<file path="config.mk">
export PLATFORM = sky130hd
export DESIGN_NAME = sonar_moving_average_clamp_flat
export DESIGN_NICKNAME = d
export VERILOG_FILES = /design/src/rtl/core/smac_pkg.sv /design/src/rtl/core/smac_if.sv /design/src/rtl/core/sonar_moving_average_clamp.sv /design/src/rtl/core/smac_ram.sv /design/src/flat_wrapper.sv
export SDC_FILE = /design/constraint.sdc
export NUM_CORES = 2
export LEC_CHECK = 0
export BUFFER_PORTS_ARGS = -buffer_cell sky130_fd_sc_hd__buf_2
export CORE_MARGIN = 4
export CORE_UTILIZATION = 30
export DETAILED_ROUTE_END_ITERATION = 7
export PLACE_DENSITY_LB_ADDON = 0.3
export SKIP_LAST_GASP = 1
export SLEW_MARGIN = 20
export SYNTH_ARGS = -nofsm -noshare
export SYNTH_HDL_FRONTEND = slang
export SYNTH_SLANG_ARGS = --single-unit
</file>
<file path="constraint.sdc">
create_clock -name clk_i -period 18.2 [get_ports clk_i]
set_input_delay 1.82 -clock clk_i [delete_from_list [all_inputs] [get_ports clk_i]]
set_output_delay 1.82 -clock clk_i [all_outputs]
set_load 0.02 [all_outputs]
</file>
<file path="src/rtl/core/smac_pkg.sv">
// shared widths, register indexes and reset values of the sonar average block
package smac_pkg;

  localparam int unsigned SONAR_W = 16;
  localparam int unsigned MAG_W   = 32;
  localparam int unsigned MAGN_W  = 31;
  localparam int unsigned DATA_W  = 32;
  localparam int unsigned PADDR_W = 3;

  // register indexes, taken from paddr[2]
  typedef enum logic [0:0] {
    REG_CLAMP_LOW  = 1'b0,
    REG_CLAMP_HIGH = 1'b1
  } reg_idx_e;

  localparam logic [SONAR_W-1:0] CLAMP_LOW_RST  = 16'd0;
  localparam logic [SONAR_W-1:0] CLAMP_HIGH_RST = 16'd2500;

  localparam logic [MAGN_W-1:0] MAGN_MAX = {MAGN_W{1'b1}};

endpackage

</file>
<file path="src/rtl/core/smac_if.sv">
// valid/ready channels for sensor items and filtered result items
interface smac_in_if;
  import smac_pkg::*;

  logic               valid;
  logic               ready;
  logic [SONAR_W-1:0] sonar_left_mm;
  logic [SONAR_W-1:0] sonar_right_mm;
  logic signed [MAG_W-1:0] mag_left;
  logic signed [MAG_W-1:0] mag_right;

  modport source (output valid, sonar_left_mm, sonar_right_mm, mag_left, mag_right,
                  input ready);
  modport sink (input valid, sonar_left_mm, sonar_right_mm, mag_left, mag_right,
                output ready);
endinterface

interface smac_out_if;
  import smac_pkg::*;

  logic               valid;
  logic               ready;
  logic [SONAR_W-1:0] sonar_left_avg_mm;
  logic [SONAR_W-1:0] sonar_right_avg_mm;
  logic               side_left;
  logic [MAGN_W-1:0]  magnitude_left;
  logic               side_right;
  logic [MAGN_W-1:0]  magnitude_right;

  modport source (output valid, sonar_left_avg_mm, sonar_right_avg_mm, side_left,
                  magnitude_left, side_right, magnitude_right,
                  input ready);
  modport sink (input valid, sonar_left_avg_mm, sonar_right_avg_mm, side_left,
                magnitude_left, side_right, magnitude_right,
                output ready);
endinterface

</file>
<file path="src/rtl/core/sonar_moving_average_clamp.sv">
// top level: sonar window mean with clamp, magnetic side and magnitude
//
// Takes one sensor item per clock while ready is high and returns one result
// item per item via stage 1 (ram read), stage 2 (running-sum update) and the
// output register (reciprocal multiply and clamp). Each sonar channel keeps its
// last WINDOW_LEN samples in one shared ring ram, read at the write pointer on
// acceptance; the window sums are kept as running sums, and the divide by
// WINDOW_LEN is an exact multiply by a rounded-up reciprocal. The rings read as
// zero until the pointer first wraps, so no clearing pass runs after reset. Ready
// drops only while the output register and both inner stages are full and the
// sink stalls. Clamp limits are written over an APB port at byte addresses 0
// (low) and 4 (high); when low exceeds high the result is the low limit.
module sonar_moving_average_clamp #(
  parameter int unsigned WINDOW_LEN = 10
) (
  input  logic                          clk_i,
  input  logic                          rst_ni,
  input  logic                          psel,
  input  logic                          penable,
  input  logic                          pwrite,
  input  logic [smac_pkg::PADDR_W-1:0]  paddr,
  input  logic [smac_pkg::DATA_W-1:0]   pwdata,
  output logic [smac_pkg::DATA_W-1:0]   prdata,
  output logic                          pready,
  smac_in_if.sink                       item_i,
  smac_out_if.source                    result_o
);
  import smac_pkg::*;

  localparam int unsigned PTR_W     = (WINDOW_LEN > 1) ? $clog2(WINDOW_LEN) : 1;
  localparam int unsigned SUM_W     = $clog2(WINDOW_LEN * 65535 + 1);
  localparam int unsigned DIV_SHIFT = SUM_W + $clog2(WINDOW_LEN);
  localparam longint unsigned DIV_SCALE = 64'd1 << DIV_SHIFT;
  localparam longint unsigned RECIP_M   = (DIV_SCALE + WINDOW_LEN - 1) / WINDOW_LEN;
  localparam int unsigned RECIP_W   = $clog2(RECIP_M + 1);
  localparam int unsigned PROD_W    = SUM_W + RECIP_W;
  localparam logic [PTR_W-1:0] PTR_LAST = PTR_W'(WINDOW_LEN - 1);

  // configuration registers
  logic [SONAR_W-1:0] clamp_low_q, clamp_high_q;
  logic               cfg_wr;
  reg_idx_e           cfg_idx;

  assign pready = 1'b1;
  assign cfg_wr = psel && penable && pwrite && pready;
  assign cfg_idx = reg_idx_e'(paddr[2]);

  always_ff @(posedge clk_i or negedge rst_ni) begin
    if (!rst_ni) begin
      clamp_low_q  <= CLAMP_LOW_RST;
      clamp_high_q <= CLAMP_HIGH_RST;
    end else if (cfg_wr) begin
      case (cfg_idx)
        REG_CLAMP_LOW:  clamp_low_q  <= pwdata[SONAR_W-1:0];
        REG_CLAMP_HIGH: clamp_high_q <= pwdata[SONAR_W-1:0];
        default: ;
      endcase
    end
  end

  // register read back
  always_comb begin
    case (cfg_idx)
      REG_CLAMP_LOW:  prdata = DATA_W'(clamp_low_q);
      REG_CLAMP_HIGH: prdata = DATA_W'(clamp_high_q);
      default:        prdata = '0;
    endcase
  end

  // pipeline flow control
  logic s1_valid_q, s2_valid_q, out_valid_q;
  logic out_en, s2_en, s1_en, accept, commit;

  assign out_en = !out_valid_q || result_o.ready;
  assign s2_en  = !s2_valid_q || out_en;
  assign s1_en  = !s1_valid_q || s2_en;
  assign accept = item_i.valid && s1_en;
  assign commit = s1_valid_q && s2_en;
  assign item_i.ready = s1_en;

  // ring write pointer and first-wrap flag
  logic [PTR_W-1:0] ptr_q;
  logic             wrapped_q;

  always_ff @(posedge clk_i or negedge rst_ni) begin
    if (!rst_ni) begin
      ptr_q     <= '0;
      wrapped_q <= 1'b0;
    end else if (accept) begin
      if (ptr_q == PTR_LAST) begin
        ptr_q     <= '0;
        wrapped_q <= 1'b1;
      end else begin
        ptr_q <= ptr_q + PTR_W'(1);
      end
    end
  end

  // stage 1: item register, aligned with the ring read data
  logic [SONAR_W-1:0] s1_left_q, s1_right_q, fwd_left_q, fwd_right_q;
  logic [MAG_W-1:0]   s1_mag_l_q, s1_mag_r_q;
  logic [PTR_W-1:0]   s1_ptr_q;
  logic               s1_seen_q, s1_fwd_q;
  logic [2*SONAR_W-1:0] ring_rdata;

  always_ff @(posedge clk_i or negedge rst_ni) begin
    if (!rst_ni) begin
      s1_valid_q <= 1'b0;
      s1_fwd_q   <= 1'b0;
    end else if (s1_en) begin
      s1_valid_q <= item_i.valid;
      // same slot still being written by the leaving item (one-entry window)
      s1_fwd_q   <= commit && (s1_ptr_q == ptr_q);
    end
  end

  always_ff @(posedge clk_i) begin
    if (accept) begin
      s1_left_q   <= item_i.sonar_left_mm;
      s1_right_q  <= item_i.sonar_right_mm;
      s1_mag_l_q  <= item_i.mag_left;
      s1_mag_r_q  <= item_i.mag_right;
      s1_ptr_q    <= ptr_q;
      s1_seen_q   <= wrapped_q;
      fwd_left_q  <= s1_left_q;
      fwd_right_q <= s1_right_q;
    end
  end

  smac_ram #(
    .WIDTH (2 * SONAR_W),
    .DEPTH (WINDOW_LEN)
  ) u_ring (
    .clk_i   (clk_i),
    .we_i    (commit),
    .waddr_i (s1_ptr_q),
    .wdata_i ({s1_left_q, s1_right_q}),
    .re_i    (accept),
    .raddr_i (ptr_q),
    .rdata_o (ring_rdata)
  );

  // oldest sample leaving the window, zero before the first wrap
  logic [SONAR_W-1:0] old_left, old_right;
  logic [SUM_W-1:0]   sum_l_q, sum_r_q, sum_l_d, sum_r_d;

  always_comb begin
    if (s1_fwd_q) begin
      old_left  = fwd_left_q;
      old_right = fwd_right_q;
    end else if (s1_seen_q) begin
      old_left  = ring_rdata[2*SONAR_W-1:SONAR_W];
      old_right = ring_rdata[SONAR_W-1:0];
    end else begin
      old_left  = '0;
      old_right = '0;
    end
  end

  // running window sums
  assign sum_l_d = sum_l_q - SUM_W'(old_left) + SUM_W'(s1_left_q);
  assign sum_r_d = sum_r_q - SUM_W'(old_right) + SUM_W'(s1_right_q);

  always_ff @(posedge clk_i or negedge rst_ni) begin
    if (!rst_ni) begin
      sum_l_q <= '0;
      sum_r_q <= '0;
    end else if (commit) begin
      sum_l_q <= sum_l_d;
      sum_r_q <= sum_r_d;
    end
  end

  // stage 2: window sums and magnetic readings
  logic [SUM_W-1:0] s2_sum_l_q, s2_sum_r_q;
  logic [MAG_W-1:0] s2_mag_l_q, s2_mag_r_q;

  always_ff @(posedge clk_i or negedge rst_ni) begin
    if (!rst_ni) begin
      s2_valid_q <= 1'b0;
    end else if (s2_en) begin
      s2_valid_q <= s1_valid_q;
    end
  end

  always_ff @(posedge clk_i) begin
    if (commit) begin
      s2_sum_l_q <= sum_l_d;
      s2_sum_r_q <= sum_r_d;
      s2_mag_l_q <= s1_mag_l_q;
      s2_mag_r_q <= s1_mag_r_q;
    end
  end

  // exact divide by the window length via reciprocal multiply
  logic [PROD_W-1:0]  prod_l, prod_r;
  logic [SONAR_W-1:0] mean_l, mean_r, clamp_l, clamp_r;

  assign prod_l = PROD_W'(s2_sum_l_q) * PROD_W'(RECIP_M);
  assign prod_r = PROD_W'(s2_sum_r_q) * PROD_W'(RECIP_M);
  assign mean_l = prod_l[DIV_SHIFT +: SONAR_W];
  assign mean_r = prod_r[DIV_SHIFT +: SONAR_W];

  // clamp to high first, then to low
  always_comb begin
    clamp_l = (mean_l >= clamp_high_q) ? clamp_high_q : mean_l;
    clamp_l = (clamp_l <= clamp_low_q) ? clamp_low_q : clamp_l;
    clamp_r = (mean_r >= clamp_high_q) ? clamp_high_q : mean_r;
    clamp_r = (clamp_r <= clamp_low_q) ? clamp_low_q : clamp_r;
  end

  // side flag and saturated magnitude
  logic [MAG_W-1:0]  neg_l, neg_r;
  logic [MAGN_W-1:0] magn_l, magn_r;

  assign neg_l = '0 - s2_mag_l_q;
  assign neg_r = '0 - s2_mag_r_q;

  always_comb begin
    if (!s2_mag_l_q[MAG_W-1]) begin
      magn_l = s2_mag_l_q[MAGN_W-1:0];
    end else if (neg_l[MAG_W-1]) begin
      magn_l = MAGN_MAX;
    end else begin
      magn_l = neg_l[MAGN_W-1:0];
    end
    if (!s2_mag_r_q[MAG_W-1]) begin
      magn_r = s2_mag_r_q[MAGN_W-1:0];
    end else if (neg_r[MAG_W-1]) begin
      magn_r = MAGN_MAX;
    end else begin
      magn_r = neg_r[MAGN_W-1:0];
    end
  end

  // output register
  logic [SONAR_W-1:0] out_avg_l_q, out_avg_r_q;
  logic               out_side_l_q, out_side_r_q;
  logic [MAGN_W-1:0]  out_magn_l_q, out_magn_r_q;

  always_ff @(posedge clk_i or negedge rst_ni) begin
    if (!rst_ni) begin
      out_valid_q <= 1'b0;
    end else if (out_en) begin
      out_valid_q <= s2_valid_q;
    end
  end

  always_ff @(posedge clk_i) begin
    if (out_en && s2_valid_q) begin
      out_avg_l_q  <= clamp_l;
      out_avg_r_q  <= clamp_r;
      out_side_l_q <= s2_mag_l_q[MAG_W-1];
      out_side_r_q <= s2_mag_r_q[MAG_W-1];
      out_magn_l_q <= magn_l;
      out_magn_r_q <= magn_r;
    end
  end

  assign result_o.valid              = out_valid_q;
  assign result_o.sonar_left_avg_mm  = out_avg_l_q;
  assign result_o.sonar_right_avg_mm = out_avg_r_q;
  assign result_o.side_left          = out_side_l_q;
  assign result_o.magnitude_left     = out_magn_l_q;
  assign result_o.side_right         = out_side_r_q;
  assign result_o.magnitude_right    = out_magn_r_q;

  // pointer stays inside the window
  assert property (@(posedge clk_i) disable iff (!rst_ni)
    ptr_q <= PTR_LAST)
    else $error("ring pointer beyond window");

  // wrap at the last slot returns to slot zero and marks the ring full
  assert property (@(posedge clk_i) disable iff (!rst_ni)
    (accept && ptr_q == PTR_LAST) |=> (ptr_q == '0 && wrapped_q))
    else $error("ring wrap mishandled");

  // running sums never exceed a window of full-scale samples
  assert property (@(posedge clk_i) disable iff (!rst_ni)
    (sum_l_q <= SUM_W'(WINDOW_LEN * 65535)) && (sum_r_q <= SUM_W'(WINDOW_LEN * 65535)))
    else $error("running sum out of range");

  // forwarding only happens when consecutive items share one slot
  assert property (@(posedge clk_i) disable iff (!rst_ni)
    (s1_valid_q && s1_fwd_q) |-> (WINDOW_LEN == 1))
    else $error("unexpected slot forwarding");

endmodule

</file>
<file path="src/rtl/core/smac_ram.sv">
// generic single write port ram with registered read-first output
module smac_ram #(
  parameter int unsigned WIDTH = 32,
  parameter int unsigned DEPTH = 10
) (
  input  logic                                 clk_i,
  input  logic                                 we_i,
  input  logic [(DEPTH > 1 ? $clog2(DEPTH) : 1)-1:0] waddr_i,
  input  logic [WIDTH-1:0]                     wdata_i,
  input  logic                                 re_i,
  input  logic [(DEPTH > 1 ? $clog2(DEPTH) : 1)-1:0] raddr_i,
  output logic [WIDTH-1:0]                     rdata_o
);

  logic [WIDTH-1:0] mem_q [DEPTH];

  // write port
  always_ff @(posedge clk_i) begin
    if (we_i) begin
      mem_q[waddr_i] <= wdata_i;
    end
  end

  // registered read, returns the old word on a same-address write
  always_ff @(posedge clk_i) begin
    if (re_i) begin
      rdata_o <= mem_q[raddr_i];
    end
  end

endmodule
</file>
<file path="src/flat_wrapper.sv">
// flat-port wrapper written by rule: the top's interface ports become plain ports
module sonar_moving_average_clamp_flat import smac_pkg::*;
#(
  parameter int unsigned WINDOW_LEN = 10
)
  (clk_i, rst_ni, psel, penable, pwrite, paddr, pwdata, prdata, pready, item_i_valid, item_i_sonar_left_mm, item_i_sonar_right_mm, item_i_mag_left, item_i_mag_right, item_i_ready, result_o_valid, result_o_sonar_left_avg_mm, result_o_sonar_right_avg_mm, result_o_side_left, result_o_magnitude_left, result_o_side_right, result_o_magnitude_right, result_o_ready);
  smac_in_if item_i_i ();
  smac_out_if result_o_i ();
  input  logic clk_i;
  input  logic rst_ni;
  input  logic psel;
  input  logic penable;
  input  logic pwrite;
  input  logic [smac_pkg::PADDR_W-1:0] paddr;
  input  logic [smac_pkg::DATA_W-1:0] pwdata;
  output logic [smac_pkg::DATA_W-1:0] prdata;
  output logic pready;
  input wire logic [$bits(item_i_i.valid)-1:0] item_i_valid;
  input wire logic [$bits(item_i_i.sonar_left_mm)-1:0] item_i_sonar_left_mm;
  input wire logic [$bits(item_i_i.sonar_right_mm)-1:0] item_i_sonar_right_mm;
  input wire logic [$bits(item_i_i.mag_left)-1:0] item_i_mag_left;
  input wire logic [$bits(item_i_i.mag_right)-1:0] item_i_mag_right;
  output wire logic [$bits(item_i_i.ready)-1:0] item_i_ready;
  output wire logic [$bits(result_o_i.valid)-1:0] result_o_valid;
  output wire logic [$bits(result_o_i.sonar_left_avg_mm)-1:0] result_o_sonar_left_avg_mm;
  output wire logic [$bits(result_o_i.sonar_right_avg_mm)-1:0] result_o_sonar_right_avg_mm;
  output wire logic [$bits(result_o_i.side_left)-1:0] result_o_side_left;
  output wire logic [$bits(result_o_i.magnitude_left)-1:0] result_o_magnitude_left;
  output wire logic [$bits(result_o_i.side_right)-1:0] result_o_side_right;
  output wire logic [$bits(result_o_i.magnitude_right)-1:0] result_o_magnitude_right;
  input wire logic [$bits(result_o_i.ready)-1:0] result_o_ready;
  assign item_i_i.valid = item_i_valid;
  assign item_i_i.sonar_left_mm = item_i_sonar_left_mm;
  assign item_i_i.sonar_right_mm = item_i_sonar_right_mm;
  assign item_i_i.mag_left = item_i_mag_left;
  assign item_i_i.mag_right = item_i_mag_right;
  assign item_i_ready = item_i_i.ready;
  assign result_o_valid = result_o_i.valid;
  assign result_o_sonar_left_avg_mm = result_o_i.sonar_left_avg_mm;
  assign result_o_sonar_right_avg_mm = result_o_i.sonar_right_avg_mm;
  assign result_o_side_left = result_o_i.side_left;
  assign result_o_magnitude_left = result_o_i.magnitude_left;
  assign result_o_side_right = result_o_i.side_right;
  assign result_o_magnitude_right = result_o_i.magnitude_right;
  assign result_o_i.ready = result_o_ready;
  sonar_moving_average_clamp #(.WINDOW_LEN(WINDOW_LEN)) u_core (.clk_i(clk_i), .rst_ni(rst_ni), .psel(psel), .penable(penable), .pwrite(pwrite), .paddr(paddr), .pwdata(pwdata), .prdata(prdata), .pready(pready), .item_i(item_i_i), .result_o(result_o_i));
endmodule
</file>
==> qor.txt <==
first-pass GRT wire length: 171000 um
Die ar.: 165000 sq um
Crit. End Element: flop
Final TNS setup: 0 ns
Yosys reg bits: 766
met2 routed WL: 50800 um
clock latency on the worst-skew pair: 0.68 ns
Hold Fails Final Rpt: 0
Mapped Cells: 3636
Starting Density: 0.303
post-cts resize count: 0
final wirelength: 109000 um
EDFF count, synth: 685
Seq/Total Area, Yosys: 0.476
Post-CTS Hold Buffers: 0
pins over their slew limit: 0
grt total ovfl: 0
warnings from Yosys: 0
Die Span X: 406 um
Fmax achieved: 84.3 MHz
RSZ-0062 raised after global routing: no
slowest CP cell: a221o_1
I/O Buffers: 233
starting DRC count in detailed routing: 1665
I/O pin count: 269
Top FF cell, synth: edfxtp_1
DR vias/cell: 4.59
antenna viol nets, final: 0
Hold EP: u_core.s2_mag_r_q[17]
Clock transition at path regs: 0.06 ns
Vias: 27700
most frequent cells in the layout: 685 x edfxtp_1, 599 x inv_1, 502 x ha_1, 294 x fa_1, 232 x buf_2
mapped cell area: 47500 sq um
CTS tree: done
Clock Tree Root: clkbuf_16
R2R Setup Slk: 6.34 ns
clock sinks: 766
relative slew slack: 0.331
worst r2r dst: u_core.result_o.sonar_right_avg_mm[1]
Startpoint Class: flop
hpwl dp: 81300 um
Crit Path Max Fanout: 32
Max clock buf depth: 3
Routed WL per cell: 18.1 um
routed wl met3: 4590 um
Distinct cells, synth: 72
WHS Path Cells: 0
layout cells sized above 1: 0.144
HP Start: u_core.s1_mag_r_q[17]
Total GRT Usage: 0.133
die span in y: 406 um
antenna violations before repair: 14
vias in the first global route: 29000
Slew @ Worst Pin: 0.990 ns
Area growth syn-to-layout: 13.6%
setup bufs post-CTS: 0
commonest non-fill, non-tap cell in the layout: edfxtp_1
Residual DRC: 0
row count: 145
uppermost routed layer: met5
Fill cells: 15400
Synth async-reset ratio: 0.106
largest net degree at the start of global routing: 105
Largest stage delay, worst path: 0.67 ns
clk_skew: 0.0365 ns
H-Tree Depth: 3
path depth of the worst reg2reg path: 39
outcome: finished clean
Tmin final: 11.86 ns
GP Congestion: 0.858
CTS Buf Count: 84
M1 WL: 51500 um
Max Cap Viol: 0
Final period util: 0.652
core area: 157000 sq um
CP required: 18.61 ns
post-layout net count: 4835
Finish-stage setup viols: 0
CP arrival: 12.27 ns
FF-to-FF Start: u_core.s2_sum_r_q[0]
worst hold path type: flop to flop
Syn Area/Cell: 13.1 sq um
critical path class: flop to flop
first-pass iteration count of the detailed router: 5
[worst max-delay path by stage]
stage	start	end	slack [ns]	depth (start not counted)
3_3_place_gp	u_core.s2_sum_l_q[12]	u_core.result_o.sonar_left_avg_mm[8]	6.47	33
2_1_floorplan	u_core.s2_sum_r_q[0]	u_core.result_o.sonar_right_avg_mm[5]	8.50	41
4_1_cts	u_core.s2_sum_l_q[12]	u_core.result_o.sonar_left_avg_mm[8]	6.30	33
3_5_place_dp	u_core.s2_sum_l_q[12]	u_core.result_o.sonar_left_avg_mm[8]	6.40	33
6_report	u_core.s2_sum_r_q[0]	u_core.result_o.sonar_right_avg_mm[1]	6.34	39
5_1_grt	u_core.s2_sum_l_q[12]	u_core.result_o.sonar_left_avg_mm[8]	5.54	33
[flip-flops by register name (all words and copies together), names as in the netlist, 20 cells and up]
signal,flops
u_core.u_ring.rdata_o,32
u_core.result_o.magnitude_right,31
u_core.s1_mag_l_q,32
u_core.s2_sum_l_q,20
u_core.sum_r_q,20
u_core.result_o.magnitude_left,31
u_core.s2_mag_l_q,32
u_core.u_ring.mem_q,320
u_core.s2_sum_r_q,20
u_core.s2_mag_r_q,32
u_core.sum_l_q,20
u_core.s1_mag_r_q,32
[stage by stage]
step                setup slack (ns)   util  hold slack [ns]  area [sq um]  std cells
CTS                             6.30  0.344            0.418         53900       6028
global placement                6.47  0.326            0.401         51100       5871
finish                          6.34  0.344            0.414         53900       6036
global route                    5.54  0.344            0.416         53900       6033
detailed placement              6.40  0.326            0.405         51100       5873
floorplan                       8.50      -            0.400         47500       3651
[layout make-up]
| type | instances | area (sq um) | area share |
|---|---|---|---|
| Sequential cell | 766 | 22600 | 0.419 |
| Antenna cell | 8 | 20.0 | 0.000371 |
| Tap cell | 2058 | 2570 | 0.0477 |
| Multi-Input combinational cell | 2185 | 22300 | 0.413 |
| Clock inverter | 36 | 444 | 0.00824 |
| Inverter | 602 | 2260 | 0.0420 |
| Clock buffer | 119 | 2350 | 0.0435 |
| Timing Repair Buffer | 262 | 1390 | 0.0258 |
[cell families after synthesis]
| group | share of synthesized area |
|---|---|
| buffers and inverters | 0.0572 |
| adders and majority gates | 0.256 |
| and+or+nand+nor | 0.0534 |
| muxes | 0.0576 |
| AOI/OAI and AO/OA | 0.0701 |
| DFF | 0.476 |
| other | 0.000158 |
| xor gates and xnor gates | 0.0290 |
[worst max-delay path, delay by kind of cell, from the launching register on]
family | cells | cell delay (ns)
XOR/XNOR | 1 | 0.38
adder cells (fa/ha/maj) | 10 | 4.37
buffers and inverters | 6 | 0.95
AND/OR/NAND/NOR | 6 | 1.28
flip-flops | 1 | 0.56
multiplexers | 2 | 0.74
AO/OA/AOI/OAI | 14 | 3.32
[cells in the mapped netlist, types with 25 or more instances]
library cell  instances  area [sq um]
edfxtp_1            685         20600
inv_1               600          2250
ha_1                502          6280
fa_1                294          5890
nand2_1             200           751
a21oi_1             125           626
o21ai_0             110           551
xor2_1               91           797
nor2_1               87           327
mux2_2               79           890
dfrtp_1              76          1900
clkbuf_1             66           248
xnor2_1              66           578
mux4_2               64          1440
a21o_1               56           420
nor2b_1              47           294
a211oi_1             46           345
mux2i_1              40           400
a22o_1               32           280
nor3_1               30           150
nand3_1              27           135
a31oi_1              25           156
[per-layer routing]
layer | vias to the layer above | track usage
met5 | - | 0
met4 | 4 | 0.0369
met3 | 156 | 0.0226
met2 | 486 | 0.214
met1 | 13700 | 0.186
li1 | 13300 | -
Power is not shown: default switching activity piles up to over one toggle a cycle in this logic, so the estimate is an artifact.
